## config.mk

```make
export PLATFORM = sky130hd
export DESIGN_NAME = grs_ctrl
export DESIGN_NICKNAME = d
export VERILOG_FILES = /design/src/rtl/core/grs_pkg.sv /design/src/rtl/core/grs_ctrl.sv
export SDC_FILE = /design/constraint.sdc
export NUM_CORES = 1
export LEC_CHECK = 0
export ABC_CLOCK_PERIOD_IN_PS = 2200
export BUFFER_PORTS_ARGS = -buffer_cell sky130_fd_sc_hd__buf_2
export CORE_AREA = 10 10 47 49
export DETAILED_ROUTE_END_ITERATION = 6
export DIE_AREA = 0 0 57 59
export SYNTH_ARGS = -nofsm -noshare
export SYNTH_HDL_FRONTEND = slang
export SYNTH_SLANG_ARGS = --single-unit
```

## constraint.sdc

```tcl
create_clock -name clk -period 2.2 [get_ports clk]
set_input_delay 0.33 -clock clk [delete_from_list [all_inputs] [get_ports clk]]
set_output_delay 0.33 -clock clk [all_outputs]
set_load 0.1 [all_outputs]
```

## src/rtl/core/grs_pkg.sv

```systemverilog
// Package with the shared types and constants of the grid reachability search.
package grs_pkg;

    localparam int MAX_WIDTH  = 64;
    localparam int MAX_HEIGHT = 64;

    typedef enum logic [3:0] {
        ST_IDLE,
        ST_CLEAR,
        ST_SEED,
        ST_POP,
        ST_POP_WAIT,
        ST_PROBE,
        ST_NEIGH,
        ST_DONE
    } grs_state_t;

    typedef struct packed {
        logic load;
        logic write_cell;
        logic clear_step;
        logic seed;
        logic pop;
        logic probe;
        logic neigh_step;
        logic finish;
    } grs_cmd_t;

    typedef struct packed {
        logic map_ready;
        logic trivial;
        logic clear_done;
        logic goal_hit;
        logic queue_empty;
        logic neigh_last;
    } grs_status_t;

    localparam logic OP_WRITE = 1'b0;
    localparam logic OP_QUERY = 1'b1;

    localparam logic CFG_WIDTH  = 1'b0;
    localparam logic CFG_HEIGHT = 1'b1;

endpackage

```

## src/rtl/core/grs_ctrl.sv

```systemverilog
// Controller state machine that sequences map writes and the flood search.
module grs_ctrl
(
    input  logic                 clk,
    input  logic                 rst_n,
    input  logic                 start,
    input  logic                 opcode,
    input  grs_pkg::grs_status_t status,
    output grs_pkg::grs_cmd_t    cmd,
    output logic                 busy
);
    import grs_pkg::*;

    grs_state_t state_reg;
    grs_state_t state_next;

    always_ff @(posedge clk or negedge rst_n)
    begin
        if (!rst_n)
        begin
            state_reg <= ST_IDLE;
        end
        else
        begin
            state_reg <= state_next;
        end
    end

    always_comb
    begin
        state_next = state_reg;
        cmd = '0;
        busy = 1'b1;
        case (state_reg)
            ST_IDLE:
            begin
                busy = !status.map_ready;
                if (start && status.map_ready)
                begin
                    if (opcode == OP_WRITE)
                    begin
                        cmd.write_cell = 1'b1;
                    end
                    else
                    begin
                        cmd.load = 1'b1;
                        state_next = ST_CLEAR;
                    end
                end
            end
            ST_CLEAR:
            begin
                if (status.trivial)
                begin
                    state_next = ST_DONE;
                end
                else
                begin
                    cmd.clear_step = 1'b1;
                    if (status.clear_done)
                    begin
                        state_next = ST_SEED;
                    end
                end
            end
            ST_SEED:
            begin
                cmd.seed = 1'b1;
                state_next = ST_PROBE;
            end
            ST_POP:
            begin
                if (status.goal_hit || status.queue_empty)
                begin
                    state_next = ST_DONE;
                end
                else
                begin
                    cmd.pop = 1'b1;
                    state_next = ST_POP_WAIT;
                end
            end
            ST_POP_WAIT:
            begin
                state_next = ST_PROBE;
            end
            ST_PROBE:
            begin
                cmd.probe = 1'b1;
                state_next = ST_NEIGH;
            end
            ST_NEIGH:
            begin
                cmd.neigh_step = 1'b1;
                if (status.neigh_last)
                begin
                    state_next = ST_POP;
                end
                else
                begin
                    state_next = ST_PROBE;
                end
            end
            ST_DONE:
            begin
                cmd.finish = 1'b1;
                state_next = ST_IDLE;
            end
            default:
            begin
                state_next = ST_IDLE;
            end
        endcase
    end

    assert property (@(posedge clk) disable iff (!rst_n)
        cmd.finish |=> !busy)
        else $error("finish did not return to idle");
    assert property (@(posedge clk) disable iff (!rst_n)
        (start && !busy && opcode == OP_WRITE) |=> !busy)
        else $error("map write left the block busy");
    assert property (@(posedge clk) disable iff (!rst_n)
        $onehot0({cmd.load, cmd.clear_step, cmd.seed, cmd.pop, cmd.probe, cmd.neigh_step,
            cmd.finish}))
        else $error("more than one command at once");

endmodule

```

# After elaboration in Yosys (flattened, before gate mapping)
# Cells that the tools add are included.
# classes
reduce_logical	6
n_eq_ne	10
muxes	20
# op_table
operator	count
4-bit one-hot mux with 6 select lines	1
4-bit by 3-bit equality test with 1-bit output, second input constant	4
4-bit 2-to-1 mux	4
1-bit 2-to-1 mux	11
4-bit by 2-bit equality test with 1-bit output, second input constant	2
2-bit 2-to-1 mux	3
4-bit by 1-bit equality test with 1-bit output, second input constant	1
4-bit logical NOT	1
2-bit inequality test, second input constant	2
3-bit 2-to-1 mux	1
3-bit inequality test, second input constant	1
3-bit AND reduction	1
2-bit OR reduction	1
1-bit logical AND	1
1-bit logical NOT	1
1-bit logical OR	1
# word_totals
word_cells	37
ff_bits	4
input_bits	10
out_inout_bits	9

# Logic depth before layout (Yosys ltp)
# Gate-level depths: netlist of run 1.
# depth
depth_word	3
ltp_mapped	4
mapped_depth_nobuf	3

# Least setup slack after synthesis of run 1
# No wires, ideal clock.
# synth_path
path_kind	register -> output
from	reg state_reg[2]
to	out cmd[4] in the netlist's numbering
stages_incl_launch_ff	3
path_buffers	1
setup_slack_ns	-0.856
required_time_ns	1.870
arrival_ns	2.726
path_cell_list	dfrtp_1 > buf_6 > nor3b_1
# synth_lines
element	line_no	source
start: declaration	grs_ctrl.sv:14	grs_state_t state_reg;
start signal: assignment	grs_ctrl.sv:25	state_reg <= state_next;
end: declaration	grs_ctrl.sv:9	output grs_pkg::grs_cmd_t cmd,

==> results of run 1 <==
## layout make-up
| cell class | instances | area (um2) | share of cell area, % |
|---|---|---|---|
| flip-flops and latches | 3 | 75.1 | 16.0 |
| repair buffers | 21 | 115 | 24.6 |
| well taps | 16 | 20.0 | 4.28 |
| multi-input cells | 27 | 231 | 49.5 |
| clock buffers | 4 | 26.3 | 5.61 |
## critical path, delay by kind of cell, from the launching register on
family	cells	cell delay [ns]
buffers and inverters	1	0.44
DFF	1	0.50
and+or+nand+nor	3	0.53
## stage by stage
stage,power [mW],hold slack [ns],worst slack [ns]
CTS,0.801,0.338,0.136
global placement,0.696,0.128,0.425
global route,0.837,0.356,0.0619
floorplan,0.637,0.0344,-0.0298
detailed placement,0.694,0.131,0.386
finish,0.788,0.347,0.154
## power by group
part	internal (mW)	total, mW	switching (mW)
sequential	0.0835	0.133	0.0500
combinational	0.155	0.554	0.398
clock	0.0682	0.101	0.0329
## metal layers
| metal | share of wire (%) | wire (um) | up-vias | track usage, % |
|---|---|---|---|---|
| li1 | - | - | 163 | - |
| met1 | 40 | 330 | 143 | 4.65 |
| met2 | 41 | 339 | 17 | 7.60 |
| met3 | 17 | 141 | 2 | 4.51 |
| met4 | 2.5 | 21 | 0 | 5.03 |
| met5 | 0 | 0 | - | 0 |
## what timing repair did
item,CTS,global route
hold buffers,1,0
endpoints found under the setup margin,0,0
hold endpoints to repair,3,0
## worst max path at each step
stage                     endpoint  depth (start not counted)
final                       cmd[6]                          4
after global routing        cmd[6]                          4
after CTS                   cmd[6]                          4
after detailed placement    cmd[6]                          4
after global placement      cmd[6]                          4
after floorplan             cmd[6]                          4
## cells in the mapped netlist, types with 2 or more instances
library cell              n  area (um2)
sky130_fd_sc_hd__a21oi_1  3        15.0
sky130_fd_sc_hd__buf_6    2        22.5
sky130_fd_sc_hd__dfrtp_1  3        75.1
sky130_fd_sc_hd__nand2_1  3        11.3
sky130_fd_sc_hd__nor2_1   4        15.0
sky130_fd_sc_hd__nor3b_1  2        15.0
## cells by family (layout without fill, tap and decap cells)
logic type | after synthesis | count (layout) | synth area share (%)
compound gates | 9 | 9 | 20.8
buf+inv | 3 | 25 | 10.0
flops | 3 | 3 | 25.0
simple gates | 18 | 18 | 44.2
==> Flow_metrics.wiki, run 1 <==
{| class="wikitable"
! Metric !! Value
|-
| RSZ-0062 raised after global routing || no
|-
| Clock transition at the register clock pins on the worst setup and hold paths after CTS || 0.04 ns
|-
| Width of the die || 57 um
|-
| Maximum operating frequency || 0.489 GHz
|-
| Endpoint class of the critical path || output port
|-
| Number of hold-slack violations in the final timing report || 0
|-
| Global router's overall resource usage || 5.37%
|-
| WHS Endpoint || state_reg[1]
|-
| Ratio of final minimum period to clock period || 93.0%
|-
| Number of standard-cell rows in the floorplan || 14
|-
| Buffer count from post-CTS setup fixing || 0
|-
| Total setup violations reported at the end of the flow || 0
|-
| Number of synthesized flops with an enable pin || 0
|-
| Number of non-filler instances in the completed layout || 71
|-
| Gate Count Post-Synth || 33
|-
| WP data arrival || 1.72 ns
|-
| Number of warnings issued by yosys || 0
|-
| Post-synthesis register bit count || 3
|-
| Buffer depth of the longest clock path || 2
|-
| Number of violations of the max-capacitance limit || 0
|-
| Origin of the worst min-delay path || status[0]
|-
| Setup Total Neg Slack || 0 ns
|-
| Setup slack on the worst flop-to-flop path || 0.99 ns
|-
| Antenna Violating Nets Remaining || 0
|-
| RR Endpoint || state_reg[1]
|-
| Number of stages on the worst hold path || 3
|-
| Leak || 0.233 nW
|-
| Synth cell types || 22
|-
| Initial standard-cell utilization of the core || 21.4%
|-
| Cts repair resizes || 0
|-
| Longest individual stage delay on the worst path || 0.50 ns
|-
| Worst hold path class || in2reg
|-
| Routed WL || 833 um
|-
| Number of CTS-inserted buffers || 3
|-
| Final #Nets || 66
|-
| Total I/O pin count || 19
|-
| Syn Nets || 43
|-
| Count of vias placed by the detailed router || 325
|-
| GP Congestion || 0.658
|-
| Diodes inserted || 0
|-
| Antenna violations before repair || 0
|-
| Number of fill cells in the layout || 159
|-
| Crit path cell chain || nor3_4, nand2_8, nor3b_4, buf_2
|-
| Summed area of non-filler cells in the final layout || 468 um2
|-
| Maximum number of pins on one net before global-route repair || 12
|-
| Worst IR drop on VDD || 0.891 mV
|-
| CTS sink count || 3
|-
| Outcome || complete, no violations
|-
| Avg Cell Area, Syn || 9.10 um2
|-
| Input/output buffers || 18
|-
| Area enclosed by the die boundary || 0.00336 mm2
|-
| Launch point of the worst path || state_reg[0]
|-
| Detailed-route wire length per cell || 11.7 um
|-
| Slowest stage cell on the critical path || sky130_fd_sc_hd__dfrtp_1
|-
| First-pass GRT wire length || 1.41 mm
|-
| P&R area growth vs syn || 55.8%
|-
| CTS tree || done
|-
| FFs w/ async S/R, synth || 100%
|-
| Reg2Reg Depth || 4
|-
| Cell area after synthesis || 300 um2
|-
| Final Skew || 0.000207 ns
|-
| Die Height || 59 um
|-
| Mean number of vias per cell || 4.58
|-
| Startpoint type of the worst setup path || flip-flop
|-
| Ratio of cells with drive above 1 in the final layout || 58.2%
|-
| Max-slew violation count || 0
|-
| Critical Path Fanout Max || 11
|-
| Instance area after placement || 432 um2
|-
| Clock network latency to the later pin of the worst-skew pair || 0.24 ns
|-
| Seq/Total Area, Yosys || 25.0%
|-
| Reg-to-reg startpoint || state_reg[2]
|-
| Via count of the first global-routing pass || 349
|-
| Post-Place Cells || 66
|-
| Worst rel slew slack || 67.6%
|-
| Utilization after layout || 33.4%
|-
| Required time of the worst setup path || 1.87 ns
|-
| Core Region || 0.00140 mm2
|-
| Final HPWL DP || 707 um
|-
| Primary FF master, synth || sky130_fd_sc_hd__dfrtp_1
|-
| Actual transition at the worst max-transition pin || 0.489 ns
|-
| Global-route congestion overflow total || 0
|-
| Crit path time final || 2.05 ns
|-
| Setup CP Type || reg2out
|-
| Clock tree root driver cell || sky130_fd_sc_hd__clkbuf_4
|-
| Most frequent standard cell in the layout excluding fill and tap cells || sky130_fd_sc_hd__buf_2
|-
| DRC Markers || 0
|-
| Number of flip-flops under the largest register name || 3
|-
| Pre-Repair DR Iteration Count || 2
|-
| Starting DRT DRC Count || 4
|-
| CTS H-Tree Depth || 1
|-
| Total power density per cell area || 1680 mW/mm2
|}
No activity file was read; power rests on OpenSTA's default activity.
==> run 2: changes to the inputs <==
--- a/config.mk
+++ b/config.mk
@@ -7,9 +7,14 @@
 export LEC_CHECK = 0
 export ABC_CLOCK_PERIOD_IN_PS = 2200
 export BUFFER_PORTS_ARGS = -buffer_cell sky130_fd_sc_hd__buf_2
-export CORE_AREA = 10 10 47 49
+export CELL_PAD_IN_SITES_DETAIL_PLACEMENT = 0
+export CELL_PAD_IN_SITES_GLOBAL_PLACEMENT = 2
+export CORE_MARGIN = 10
+export CORE_UTILIZATION = 22
+export CTS_BUF_LIST = sky130_fd_sc_hd__clkbuf_8 sky130_fd_sc_hd__clkbuf_16
+export CTS_CLUSTER_SIZE = 40
 export DETAILED_ROUTE_END_ITERATION = 6
-export DIE_AREA = 0 0 57 59
+export PLACE_DENSITY_LB_ADDON = 0.1
 export SYNTH_ARGS = -nofsm -noshare
 export SYNTH_HDL_FRONTEND = slang
 export SYNTH_SLANG_ARGS = --single-unit
==> run 2 against run 1 <==
  * Flip-flop and latch count did not move
  * Worst hold slack improved by 0.036 ns
  * Clock skew rose by 0.0010 ns
  * Maximum frequency rose by 0.24%
  * Critical path type unchanged
  * Critical path depth did not move
==> Flow_metrics.wiki, run 2 (synthesized netlist as in run 1, its figures left out) <==
{| class="wikitable"
! Metric !! Value
|-
| Clock tree root driver cell || sky130_fd_sc_hd__clkbuf_8
|-
| Critical Path Fanout Max || 11 (unchanged)
|-
| Die Height || 56.9 um (-3.5%)
|-
| Met1 routing resource usage after global routing || 7.27% (+2.6 points)
|-
| Worst IR drop on VDD || 0.699 mV (-22%)
|-
| Met2 Use GR || 8.06% (+0.47 points)
|-
| Via count of the first global-routing pass || 359 (+2.9%)
|-
| Input/output buffers || 18 (unchanged)
|-
| Buffer depth of the longest clock path || 2 (unchanged)
|-
| Post-Place Cells || 63 (-4.5%)
|-
| Final #Nets || 64 (-3.0%)
|-
| Max-slew violation count || 0 (unchanged)
|-
| Core Region || 0.00130 mm2 (-7.1%)
|-
| Number of fill cells in the layout || 144 (-9.4%)
|-
| Mean number of vias per cell || 4.57 (about the same)
|-
| Actual transition at the worst max-transition pin || 0.494 ns (+0.00475 ns)
|-
| Area enclosed by the die boundary || 0.00324 mm2 (-3.6%)
|-
| CTS sink count || 3 (unchanged)
|-
| Global-route congestion overflow total || 0 (unchanged)
|-
| Number of stages on the worst hold path || 3 (unchanged)
|-
| Number of violations of the max-capacitance limit || 0 (unchanged)
|-
| Ratio of final minimum period to clock period || 92.8% (-0.22 points)
|-
| Layer with the highest usage after global routing || met2
|-
| Setup Total Neg Slack || 0 ns (unchanged)
|-
| P&R area growth vs syn || 61.7%
|-
| Longest individual stage delay on the worst path || 0.52 ns (+0.02 ns)
|-
| Width of the die || 56.9 um (about the same)
|-
| Sum of buffers and inverters on the critical path || 1 (unchanged)
|-
| Number of CTS-inserted buffers || 3 (unchanged)
|-
| Leak || 0.238 nW (+2.1%)
|-
| Number of flip-flops under the largest register name || 3 (unchanged)
|-
| Crit path cell chain || nor3_4, nand2_8, nor2_2, buf_2
|-
| GP Congestion || 0.711 (+8.1%)
|-
| Clock transition at the register clock pins on the worst setup and hold paths after CTS || 0.03 ns (about the same)
|-
| Required time of the worst setup path || 1.87 ns (about the same)
|-
| CTS H-Tree Depth || 1 (unchanged)
|-
| Worst rel slew slack || 67.3% (-0.31 points)
|-
| CTS tree || done
|-
| Area taken by multi-input logic gates || 231 um2 (unchanged)
|-
| Starting DRT DRC Count || 3 (-1)
|-
| Most frequent standard cell in the layout excluding fill and tap cells || sky130_fd_sc_hd__buf_2
|-
| Total power density per cell area || 1700 mW/mm2 (+0.91%)
|-
| Instance count on the critical path || 4 (unchanged)
|-
| M3 GR Usage || 3.32% (-1.2 points)
|-
| Number of non-filler instances in the completed layout || 68 (-4.2%)
|-
| Reg2Reg Depth || 3 (-1)
|-
| WP data arrival || 1.71 ns (about the same)
|-
| Slowest stage cell on the critical path || sky130_fd_sc_hd__dfrtp_1
|-
| Endpoint class of the critical path || output port
|-
| Crit path time final || 2.04 ns (-0.00493 ns)
|-
| Buffer count from post-CTS setup fixing || 0 (unchanged)
|-
| Pre-Repair DR Iteration Count || 3 (+1)
|-
| Total I/O pin count || 19 (unchanged)
|-
| Maximum operating frequency || 0.490 GHz (+0.24%)
|-
| DRC Markers || 0 (unchanged)
|-
| Number of standard-cell rows in the floorplan || 13 (-1)
|-
| Global router's overall resource usage || 6.08% (+0.71 points)
|-
| First-pass GRT wire length || 1.63 mm (+15%)
|-
| CP top delay family || simple AND/OR/NAND/NOR gates
|-
| RSZ-0062 raised after global routing || no
|-
| Diodes inserted || 0 (unchanged)
|-
| Outcome || complete, no violations
|-
| Setup CP Type || reg2out
|-
| Number of hold-slack violations in the final timing report || 0 (unchanged)
|-
| Antenna Violating Nets Remaining || 0 (unchanged)
|-
| Ratio of cells with drive above 1 in the final layout || 56.6% (-1.6 points)
|-
| Maximum number of pins on one net before global-route repair || 13 (+1)
|-
| Reg area || 75.1 um2 (unchanged)
|-
| Detailed-route wire length per cell || 13.1 um (+12%)
|-
| Routed WL || 894 um (+7.3%)
|-
| Antenna violations before repair || 0 (unchanged)
|-
| Final Skew || 0.00125 ns (+0.00104 ns)
|-
| Final HPWL DP || 735 um (+4.0%)
|-
| Worst hold path class || in2reg
|-
| Count of vias placed by the detailed router || 311 (-4.3%)
|-
| Total setup violations reported at the end of the flow || 0 (unchanged)
|-
| Clock network latency to the later pin of the worst-skew pair || 0.21 ns (-0.03 ns)
|-
| Startpoint type of the worst setup path || flip-flop
|-
| Initial standard-cell utilization of the core || 23.1% (+1.6 points)
|}
-- run 2: changes by cell type in the layout (fill, tap and decap cells not counted) --
cell / previous run / this run
sky130_fd_sc_hd__buf_4: 2 / 0
sky130_fd_sc_hd__buf_12: 0 / 1
sky130_fd_sc_hd__clkbuf_8: 0 / 3
sky130_fd_sc_hd__inv_1: 0 / 1
sky130_fd_sc_hd__clkbuf_1: 1 / 0
sky130_fd_sc_hd__buf_2: 18 / 17
sky130_fd_sc_hd__clkbuf_4: 3 / 0
-- run 2: layer usage --
metal,share of wire (%),vias to the layer above
li1,-,158
met1,46,138
met2,41,15
met3,13,0
met4,0,0
met5,0,-
-- run 2: cell type report --
cell class / instances / area share [%]
clock buffer: 3 / 8.51
clock inverter: 1 / 0.773
multi-input combinational: 27 / 47.7
sequential: 3 / 15.5
tap: 15 / 3.87
timing repair buffer: 19 / 23.7
-- run 2: stage by stage --
stage / area, um2 / total power, mW / util (%) / hold WS (ns) / setup slack [ns]
floorplan: 337 / 0.637 / - / 0.0344 / -0.0298
global placement: 430 / 0.674 / 33.1 / 0.125 / 0.428
detailed placement: 430 / 0.679 / 33.1 / 0.130 / 0.386
CTS: 485 / 0.838 / 37.3 / 0.383 / 0.150
global route: 485 / 0.881 / 37.3 / 0.412 / 0.0903
finish: 485 / 0.825 / 37.3 / 0.382 / 0.159
-- run 2: power by group --
group	switching (mW)	internal, mW	total (mW)
clock network	0.0339	0.119	0.153
logic	0.356	0.136	0.493
registers	0.0974	0.0826	0.180
-- run 2: what timing repair did --
item,CTS,global route
setup endpoints to repair,0,0
hold buffers,1,0
resized for setup,0,0
endpoints found under the hold margin,3,0
-- run 2: worst paths after layout --
kind                              start  slack (ns)            to
setup / recovery           state_reg[2]        0.16        cmd[7]
hold / removal                status[0]        0.38  state_reg[1]
setup reg to reg           state_reg[2]        0.92  state_reg[0]
hold reg to reg            state_reg[2]        0.77  state_reg[2]
max in group asynchronous         rst_n        1.65  state_reg[1]
min in group asynchronous         rst_n        0.44  state_reg[0]
-- run 2: worst register-to-register path: cells and delay by family (launching register included) --
kind             cells  cell delay, ns
AO/OA/AOI/OAI        2            0.28
AND/OR/NAND/NOR      1            0.36
flip-flops           1            0.52
